File: src/hdl/pfe_pkg.sv
// -----------------------------------------------------------------------------
// pfe_pkg
// Shared types, constants and the RGB555 blend function of the palette fade
// engine.
// -----------------------------------------------------------------------------
package pfe_pkg;

   localparam int SLOT_COUNT_DEF = 16;
   localparam int MASK_W         = 16;
   localparam int CHAN_W         = 5;
   localparam int COLOR_W        = 15;
   localparam int LEVEL_W        = 5;
   localparam int SPEED_W        = 7;
   localparam int STEP_W         = 7;
   localparam int DELAY_W        = 6;
   localparam int SLOT_W         = 4;
   localparam int CSR_IDX_W      = 3;
   localparam int CSR_DATA_W     = 16;

   localparam logic [CHAN_W-1:0] CHAN_MAX  = 5'h1f;
   localparam logic [STEP_W-1:0] BASE_STEP = 7'd2;

   typedef enum logic [CSR_IDX_W-1:0] {
      CSR_TARGET_COLOR = 3'd0,
      CSR_START_LEVEL  = 3'd1,
      CSR_END_LEVEL    = 3'd2,
      CSR_FADE_SPEED   = 3'd3,
      CSR_SLOT_MASK    = 3'd4
   } csr_index_type;

   typedef enum logic {
      CMD_START = 1'b0,
      CMD_TICK  = 1'b1
   } cmd_type;

   // c + floor((t - c) * lv / 16), saturated to the channel range
   function automatic logic [CHAN_W-1:0] mix_channel(input logic [CHAN_W-1:0]  c,
                                                      input logic [CHAN_W-1:0]  t,
                                                      input logic [LEVEL_W-1:0] lv);
      logic signed [5:0]  d;
      logic signed [11:0] p;
      logic signed [7:0]  q;
      logic signed [8:0]  r;
      d = $signed({1'b0, t}) - $signed({1'b0, c});
      p = 12'(d) * $signed({7'b0, lv});
      q = 8'(p >>> 4);
      r = 9'(q) + $signed({4'b0, c});
      if (r < 0) begin
         return '0;
      end else if (r > $signed({4'b0, CHAN_MAX})) begin
         return CHAN_MAX;
      end else begin
         return r[CHAN_W-1:0];
      end
   endfunction

   function automatic logic [COLOR_W-1:0] mix_color(input logic [COLOR_W-1:0] src,
                                                    input logic [COLOR_W-1:0] tgt,
                                                    input logic [LEVEL_W-1:0] lv);
      return {mix_channel(src[14:10], tgt[14:10], lv),
              mix_channel(src[9:5],   tgt[9:5],   lv),
              mix_channel(src[4:0],   tgt[4:0],   lv)};
   endfunction

endpackage

File: src/hdl/palette_fade_engine.sv
// -----------------------------------------------------------------------------
// palette_fade_engine
// Fades a streamed RGB555 palette to a target colour, one word per cycle if not stalled.
// -----------------------------------------------------------------------------
// Colours arrive as passes closed by tlast; the first word of a pass decides
// whether the pass blends (start or expired tick). Each word is blended in a
// single combinational pass (three 6x5 multiplies) and lands in the result
// register, so one word is accepted every cycle while the
// result side takes words. Settings are latched from the registers when a
// start pass begins; register writes leave a running fade untouched.
module palette_fade_engine #(
   parameter int SLOT_COUNT = pfe_pkg::SLOT_COUNT_DEF
) (
   input  logic                             clock,
   input  logic                             reset,
   // configuration
   input  logic                             csr_we,
   input  logic [pfe_pkg::CSR_IDX_W-1:0]    csr_index,
   input  logic [pfe_pkg::CSR_DATA_W-1:0]   csr_wdata,
   // input stream
   input  logic                             req_tvalid,
   output logic                             req_tready,
   input  logic [23:0]                      req_tdata,  // slot[3:0], source_color[18:4]
   input  logic                             req_tuser,  // cmd
   input  logic                             req_tlast,  // pass_end
   // result stream
   output logic                             rsp_tvalid,
   input  logic                             rsp_tready,
   output logic [15:0]                      rsp_tdata,  // blended_color[14:0]
   output logic [2:0]                       rsp_tuser,  // written, fade_done, fade_active
   output logic                             rsp_tlast   // last_out
);

   localparam int LW = pfe_pkg::LEVEL_W;
   localparam int SW = pfe_pkg::STEP_W;
   localparam int DW = pfe_pkg::DELAY_W;
   localparam int CW = pfe_pkg::COLOR_W;

   // configuration registers
   logic [CW-1:0]                  target_color_ff;
   logic [LW-1:0]                  start_level_ff;
   logic [LW-1:0]                  end_level_ff;
   logic [pfe_pkg::SPEED_W-1:0]    fade_speed_ff;
   logic [pfe_pkg::MASK_W-1:0]     slot_mask_ff;

   // fade state
   logic                  active_ff, active_in;
   logic [LW-1:0]         level_ff, level_in;
   logic [DW-1:0]         delay_count_ff, delay_count_in;
   logic                  in_pass_ff, in_pass_in;
   logic                  blend_pass_ff, blend_pass_in;
   logic [CW-1:0]         lat_target_ff, lat_target_in;
   logic [LW-1:0]         lat_end_ff, lat_end_in;
   logic [SW-1:0]         lat_step_ff, lat_step_in;
   logic [DW-1:0]         lat_delay_ff, lat_delay_in;
   logic                  lat_down_ff, lat_down_in;
   logic [SLOT_COUNT-1:0] lat_mask_ff, lat_mask_in;

   // result register
   logic                  rsp_valid_ff;
   logic [CW-1:0]         color_ff, color_in;
   logic                  written_ff, written_in;
   logic                  last_ff;
   logic                  done_ff, done_in;
   logic                  act_out_ff;

   logic                  accept;
   logic [pfe_pkg::SLOT_W-1:0] slot;
   logic [CW-1:0]         src;
   logic                  first;
   logic                  start_fire;
   logic                  bp;
   logic [SW-1:0]         new_step;
   logic [DW-1:0]         new_delay;
   logic [pfe_pkg::MASK_W-1:0] mask_wide;
   logic [7:0]            level_up;
   logic [7:0]            end_plus;

   assign slot   = req_tdata[3:0];
   assign src    = req_tdata[18:4];
   assign accept = req_tvalid && req_tready;

   assign req_tready = !rsp_valid_ff || rsp_tready;

   always_ff @(posedge clock) begin
      if (reset) begin
         target_color_ff <= '0;
         start_level_ff  <= '0;
         end_level_ff    <= '0;
         fade_speed_ff   <= '0;
         slot_mask_ff    <= '0;
      end else if (csr_we) begin
         unique case (csr_index)
            pfe_pkg::CSR_TARGET_COLOR: target_color_ff <= csr_wdata[CW-1:0];
            pfe_pkg::CSR_START_LEVEL:  start_level_ff  <= csr_wdata[LW-1:0];
            pfe_pkg::CSR_END_LEVEL:    end_level_ff    <= csr_wdata[LW-1:0];
            pfe_pkg::CSR_FADE_SPEED:   fade_speed_ff   <= csr_wdata[pfe_pkg::SPEED_W-1:0];
            pfe_pkg::CSR_SLOT_MASK:    slot_mask_ff    <= csr_wdata;
            default: ;
         endcase
      end
   end

   // settings derived from the speed register at start
   always_comb begin
      if (fade_speed_ff[pfe_pkg::SPEED_W-1]) begin
         new_step  = pfe_pkg::BASE_STEP + (~fade_speed_ff + 7'd1);
         new_delay = '0;
      end else begin
         new_step  = pfe_pkg::BASE_STEP;
         new_delay = fade_speed_ff[DW-1:0];
      end
   end

   always_comb begin
      first      = !in_pass_ff;
      start_fire = first && (req_tuser == pfe_pkg::CMD_START) && !active_ff;

      active_in      = active_ff;
      level_in       = level_ff;
      delay_count_in = delay_count_ff;
      lat_target_in  = lat_target_ff;
      lat_end_in     = lat_end_ff;
      lat_step_in    = lat_step_ff;
      lat_delay_in   = lat_delay_ff;
      lat_down_in    = lat_down_ff;
      lat_mask_in    = lat_mask_ff;
      bp             = blend_pass_ff;
      done_in        = 1'b0;

      if (first) begin
         bp = 1'b0;
         if (req_tuser == pfe_pkg::CMD_START) begin
            if (start_fire) begin
               lat_step_in    = new_step;
               lat_delay_in   = new_delay;
               lat_target_in  = target_color_ff;
               lat_end_in     = end_level_ff;
               lat_down_in    = !(start_level_ff < end_level_ff);
               lat_mask_in    = slot_mask_ff[SLOT_COUNT-1:0];
               level_in       = start_level_ff;
               delay_count_in = new_delay;
               active_in      = 1'b1;
               bp             = 1'b1;
            end
         end else if (active_ff) begin
            if (delay_count_ff < lat_delay_ff) begin
               delay_count_in = delay_count_ff + 6'd1;
            end else begin
               delay_count_in = '0;
               bp             = 1'b1;
            end
         end
      end

      // blend with the settings in force for this word
      mask_wide  = pfe_pkg::MASK_W'(lat_mask_in);
      written_in = bp && mask_wide[slot];
      color_in   = written_in ? pfe_pkg::mix_color(src, lat_target_in, level_in) : '0;

      level_up = 8'(level_in) + 8'(lat_step_in);
      end_plus = 8'(lat_end_in) + 8'(lat_step_in);

      if (req_tlast && bp) begin
         if (level_in == lat_end_in) begin
            active_in = 1'b0;
            done_in   = 1'b1;
         end else if (!lat_down_in) begin
            level_in = (level_up > 8'(lat_end_in)) ? lat_end_in : level_up[LW-1:0];
         end else begin
            level_in = (8'(level_in) < end_plus) ? lat_end_in
                                                 : LW'(level_in - LW'(lat_step_in));
         end
      end

      in_pass_in    = !req_tlast;
      blend_pass_in = req_tlast ? 1'b0 : bp;
   end

   always_ff @(posedge clock) begin
      if (reset) begin
         active_ff      <= 1'b0;
         level_ff       <= '0;
         delay_count_ff <= '0;
         in_pass_ff     <= 1'b0;
         blend_pass_ff  <= 1'b0;
         lat_target_ff  <= '0;
         lat_end_ff     <= '0;
         lat_step_ff    <= '0;
         lat_delay_ff   <= '0;
         lat_down_ff    <= 1'b0;
         lat_mask_ff    <= '0;
      end else if (accept) begin
         active_ff      <= active_in;
         level_ff       <= level_in;
         delay_count_ff <= delay_count_in;
         in_pass_ff     <= in_pass_in;
         blend_pass_ff  <= blend_pass_in;
         lat_target_ff  <= lat_target_in;
         lat_end_ff     <= lat_end_in;
         lat_step_ff    <= lat_step_in;
         lat_delay_ff   <= lat_delay_in;
         lat_down_ff    <= lat_down_in;
         lat_mask_ff    <= lat_mask_in;
      end
   end

   // result register: load on accept, drop when taken
   always_ff @(posedge clock) begin
      if (reset) begin
         rsp_valid_ff <= 1'b0;
      end else if (accept) begin
         rsp_valid_ff <= 1'b1;
      end else if (rsp_tready) begin
         rsp_valid_ff <= 1'b0;
      end
   end

   always_ff @(posedge clock) begin
      if (accept) begin
         color_ff   <= color_in;
         written_ff <= written_in;
         last_ff    <= req_tlast;
         done_ff    <= done_in;
         act_out_ff <= active_in;
      end
   end

   assign rsp_tvalid = rsp_valid_ff;
   assign rsp_tdata  = {1'b0, color_ff};
   assign rsp_tuser  = {act_out_ff, done_ff, written_ff};
   assign rsp_tlast  = last_ff;

endmodule

File: config.mk
export PLATFORM = sky130hd
export DESIGN_NAME = palette_fade_engine
export DESIGN_NICKNAME = d
export VERILOG_FILES = /design/src/hdl/pfe_pkg.sv /design/src/hdl/palette_fade_engine.sv
export SDC_FILE = /design/constraint.sdc
export NUM_CORES = 1
export LEC_CHECK = 0
export BUFFER_PORTS_ARGS = -buffer_cell sky130_fd_sc_hd__buf_4
export CAP_MARGIN = 20
export CELL_PAD_IN_SITES_DETAIL_PLACEMENT = 0
export CELL_PAD_IN_SITES_GLOBAL_PLACEMENT = 1
export CORE_MARGIN = 4
export CORE_UTILIZATION = 43
export DETAILED_ROUTE_END_ITERATION = 16
export PLACE_DENSITY = 0.86
export SLEW_MARGIN = 20
export SYNTH_ARGS = -nofsm -noshare
export SYNTH_HDL_FRONTEND = slang
export SYNTH_SLANG_ARGS = --single-unit
File: constraint.sdc
create_clock -name clock -period 7.6 [get_ports clock]
set_input_delay 0.76 -clock clock [delete_from_list [all_inputs] [get_ports clock]]
set_output_delay 0.76 -clock clock [all_outputs]
set_load 0.01 [all_outputs]
# == Yosys cells after proc, flatten, opt, wreduce, memory -nomap -nowiden ==
# Index checks and enable logic that the tools add are counted.
# Widths: inputs -> output; s select.
# classes
n_addsub,12
n_mul,3
magnitude_cmp,11
eq_ne,6
muxes,48
bitwise_logic,4
n_reduce_logical,24
# ops
op,count
$mux 5,14
$mux 16,3
$mux 15,3
$mul 6x6->12,3
$mux 6,5
$mux 7,4
$add 8x6->9,3
$gt 9x6->1 const B,3
$lt 9x1->1 const B,3
$mux 1,18
$sub 5x5->6,3
$add 5x7->8,2
$reduce_and 2->1,5
$gt 8x5->1,1
$lt 5x8->1,1
$reduce_and 4->1,2
$add 2x7->7 const A,1
$add 7x1->7 const B,1
$not 7->7,1
$add 6x1->6 const B,1
$eq 3x2->1 const B,2
$lt 6x6->1,1
$reduce_or 2->1,3
$eq 5x5->1,1
13 further kinds,24
# word_totals
regBits,132
input_bits,50
out_inout_bits,22
wordCells,132

# == Depth between registers and ports, before layout ==
# depth
word_depth,13
depth_mapped,34
ltp_nobuf,29

# == Least setup slack after synthesis ==
# No wires, ideal clock.
# synth_path
path_kind,in2reg
from,in req_tuser
to,reg color_ff[10] (data pin)
setup_time_ns,0.276
arrival_ns,7.392
required_ns,7.324
setup_slack_ns,-0.068
cell_stages,30
n_path_buf,3
cell_sequence,buf_2 > nor3_2 > clkbuf_1 > clkbuf_1 > nand2_1 > nand2_1 > ha_1 > a21o_1 > a21o_1 > a21o_1 > a21o_1 > nor2_1 > inv_1 > fa_1 > fa_1 > fa_1 > inv_1 > ha_1 > nand2_1 > nor2_1 > a221oi_1 > xnor2_1 > ha_1 > nand2_1 > o21ai_0 > and2_1 > o21ai_0 > or3b_1 > mux2i_1 > a21oi_1
# synth_between
elab_chain_len,11
elab_cells_between_ends,26
classes_between,2 x add/sub; 1 x mul; 2 x order compare; 15 x mux; 2 x bitwise; 4 x reduce/logical
# synth_lines
element,line,text
"start, declared",palette_fade_engine.sv:24,"input logic req_tuser,"
$not 1->1 (no line),n/a,
$logic_and 1x1->1 (2 in a row),palette_fade_engine.sv:117,start_fire = first && (req_tuser == pfe_pkg::CMD_START) && !active_ff;
$mux 15,palette_fade_engine.sv:134,if (start_fire) begin
$mux 15 *,palette_fade_engine.sv:133,if (req_tuser == pfe_pkg::CMD_START) begin
$mux 15 *,palette_fade_engine.sv:131,if (first) begin
named net lat_target_in[11],palette_fade_engine.sv:52,"logic [CW-1:0] lat_target_ff, lat_target_in;"
$sub 5x5->6 *,pfe_pkg.sv:44,"d = $signed({1'b0, t}) - $signed({1'b0, c});"
$mul 6x6->12 *,pfe_pkg.sv:45,"p = 12'(d) * $signed({7'b0, lv});"
$add 8x6->9 *,pfe_pkg.sv:47,"r = 9'(q) + $signed({4'b0, c});"
$gt 9x6->1 or $lt 9x1->1 (tied branches),"pfe_pkg.sv:50, pfe_pkg.sv:48",
$mux 5 or $reduce_or 2->1 (tied branches),n/a,
"end signal, assigned",palette_fade_engine.sv:221,color_ff <= color_in;
"end, declared",palette_fade_engine.sv:61,"logic [CW-1:0] color_ff, color_in;"
# The timed path passes the listed nets; every way through them passes the cells marked *. The select of a mux whose other input is x is not followed.
# A chain may end at the register's enable or synchronous reset.

# == Worst setup path after layout ==
# Same ends and word-level chain as after synthesis.

==> metrics.cfg <==
[worst_setup_path]
cp_data_arrival_time_ps=7390
cpMaxStageDelayCell=or3_2
worst_path_most_repeated_cell=nand2_1
end_kind=register
worstSetupPathType=in2reg
slowest_delay_ps=560
cp.required_ps=7770
worst-path-buf-inv=4
path_max_fanout=10
crit_family=adder cells
worst_setup_path_start_kind=primary input

[finish]
fin_cells=1812
layout-drive-gt1-share=0.108
register_area_um2=2830
nets=1702
multi_input_area_um2=7850
fillers=2537
syn_to_final_growth_pct=13.7
diodes=0

[job]
maxCapViolCount=0

[timing]
slew_viol_final=0
hold_viol=0
tns_ps=0
tightest_slew_ps=1110
fmax_mhz=139
finalWorstSetupSlack_ps=382
min_period_ps=7220
setup_violations=0
period_share=0.950
grt_setup_unrepaired=false
max_slew_margin=0.257
clock_skew_ps=17.1

[die]
core_area_um2=26100
die_y_um=171
die_w_um=171
start_util=0.438
die_area_um2=29300
ios=72
fp-row-count=59

[clock_network]
cts-root-buf=clkbuf_16
clock_path_buffers=2
cts_buffers=17
clk_pin_slew_ps=80
cts_max_level=4
postCtsSetupBuffers=0
clock_latency_ps=430
cts_tree=built
cts_sinks=132

[status]
status=complete, no violations

[placement]
port_buffers=65
place_ws_ps=-35.7
dp_cells=1780
place_hpwl_um=21400
gp_congestion=0.867

[drt]
vias=9612
postRouteAntennaNets=0
wirelength_um=28200
viasPerCell=5.30
dr.pass1.iters=5
drcViolationCount=0
first_iter_violations=542
wire_per_inst_um=15.6

[synthesis]
ys_seq_area_frac=0.247
synth_edf_count=19
synthDistinctLibCells=74
synthFlopType=dfxtp_1
syn-instance-count=1402
ys_warn_count=0
syn_area_um2=11400
syn-num-nets=1640
syn_avg_cell_area_um2=8.16
synthArstFlopShare=0
synth_seq_cells=132

[grt]
grt_pass1_wl_um=46900
overflow=0
grt_pass1_vias=9433
grt_max_degree=62
gr-usage-all-layers=0.197
antenna_found_initial=0

[power]
p_per_area_nw_per_um2=182
switching_share=0.351
switchingPower_w=0.000833
peakVddDrop_mv=0.132
p_clk_frac=0.365
intPower_w=0.00154
p_seq_frac=0.313
combinationalPowerShare=0.323
cellLeakagePower_nw=6.06

[min_path]
min_path_type=reg2reg

## routing by layer
metal | vias up | global-route usage | share of wire
li1 | 4797 | - | -
met1 | 4599 | 0.278 | 0.49
met2 | 179 | 0.317 | 0.45
met3 | 37 | 0.0266 | 0.038
met4 | 0 | 0.0551 | 0.019
met5 | - | 0 | 0
## cell type report
type | count | area share
Multi-Input combinational cell | 1066 | 0.603
Sequential cell | 132 | 0.218
Timing Repair Buffer | 97 | 0.0569
Inverter | 150 | 0.0433
Clock buffer | 17 | 0.0327
Tap cell | 335 | 0.0322
Clock inverter | 15 | 0.0141
## power groups by stage
stage / clock network [W] / logic [W] / registers (W)
floorplan: 0 / 0.000568 / 0.000755
global route: 0.000911 / 0.000871 / 0.000744
finish: 0.000865 / 0.000766 / 0.000742
CTS: 0.000884 / 0.000766 / 0.000742
detailed placement: 0 / 0.000761 / 0.000757
global placement: 0 / 0.000746 / 0.000756
## worst reg2reg max path, stage by stage, from the launching register on
cell and delay (ps):
dfxtp_1 390, or3_2 650, buf_4 230, nand2_1 70
nand2_1 80, ha_1 330, a21o_1 200, a21o_1 200
a21o_1 210, nor2_1 120, inv_1 100, fa_1 510
fa_1 440, fa_1 540, inv_1 40, ha_1 360
nand2_1 90, nor2_1 50, a221oi_2 350, xnor2_1 120
ha_1 340, nand2_1 60, o21ai_0 300, and2_1 200
o21ai_0 100, or3b_1 360, mux2i_1 370, a21oi_1 160
## synth_stat cells (30+ instances only)
master,instances,area (um2)
xnor2_1,40,350
ha_1,126,1580
clkbuf_1,45,169
o21ai_0,40,200
mux2i_1,36,360
xor2_1,30,263
nor2_1,148,556
a21oi_1,152,761
nand2_1,237,890
dfxtp_1,113,2260
inv_1,150,563
fa_1,62,1240
## registers in the layout (all words and copies together), names as in the netlist, 5 cells and up
| signal | flops |
|---|---|
| lat_step_ff | 7 |
| level_ff | 5 |
| fade_speed_ff | 7 |
| lat_end_ff | 5 |
| slot_mask_ff | 16 |
| color_ff | 15 |
| lat_target_ff | 15 |
| start_level_ff | 5 |
| delay_count_ff | 6 |
| end_level_ff | 5 |
| target_color_ff | 15 |
| lat_delay_ff | 6 |
| lat_mask_ff | 16 |
## timing repair
action,in CTS,in global routing
setup endpoints to repair,0,10
resized for setup,0,3
hold buffers,0,0
## stage by stage
stage | power (W) | cell area [um2] | hold slack [ps] | util
CTS | 0.00239 | 13000 | 454 | 0.498
global placement | 0.00150 | 12400 | 439 | 0.474
global route | 0.00253 | 13000 | 468 | 0.498
finish | 0.00237 | 13000 | 453 | 0.498
floorplan | 0.00132 | 11500 | 432 | -
detailed placement | 0.00152 | 12400 | 445 | 0.474
## cells by family after synthesis
| group | share of synthesized area |
|---|---|
| multiplexers | 0.0547 |
| other | 0.000328 |
| buffers and inverters | 0.0691 |
| adder cells (fa/ha/maj) | 0.246 |
| flip-flops | 0.247 |
| AND/OR/NAND/NOR | 0.185 |
| AO/OA/AOI/OAI | 0.142 |
| XOR/XNOR | 0.0555 |
## cell usage in the layout, fill, tap and decap left out, types with 7 or more instances in the layout
master / n
edfxtp_1: 19
clkbuf_16: 17
nand2_1: 237
inv_1: 150
xor2_1: 30
mux2i_1: 35
nor3_1: 8
ha_1: 126
dfxtp_1: 113
xnor2_1: 40
inv_6: 7
a21oi_1: 152
nand3_1: 12
nor2b_1: 9
nor2_1: 147
a211oi_1: 9
o21bai_1: 9
buf_4: 96
mux4_2: 9
nand3b_1: 8
nand2b_1: 15
fa_1: 62
and2_1: 15
o21ai_0: 38
a21o_1: 15
## path summary, 6_finish.rpt
kind	to	start	slack (ps)	cells past startpoint
hold reg to reg	lat_mask_ff[3]	lat_mask_ff[3]	450	2
setup reg to reg	color_ff[10]	in_pass_ff	390	27
setup / recovery	color_ff[10]	req_tuser	380	28
hold / removal	lat_mask_ff[3]	lat_mask_ff[3]	450	2
Power figures use the tool's default switching activity.
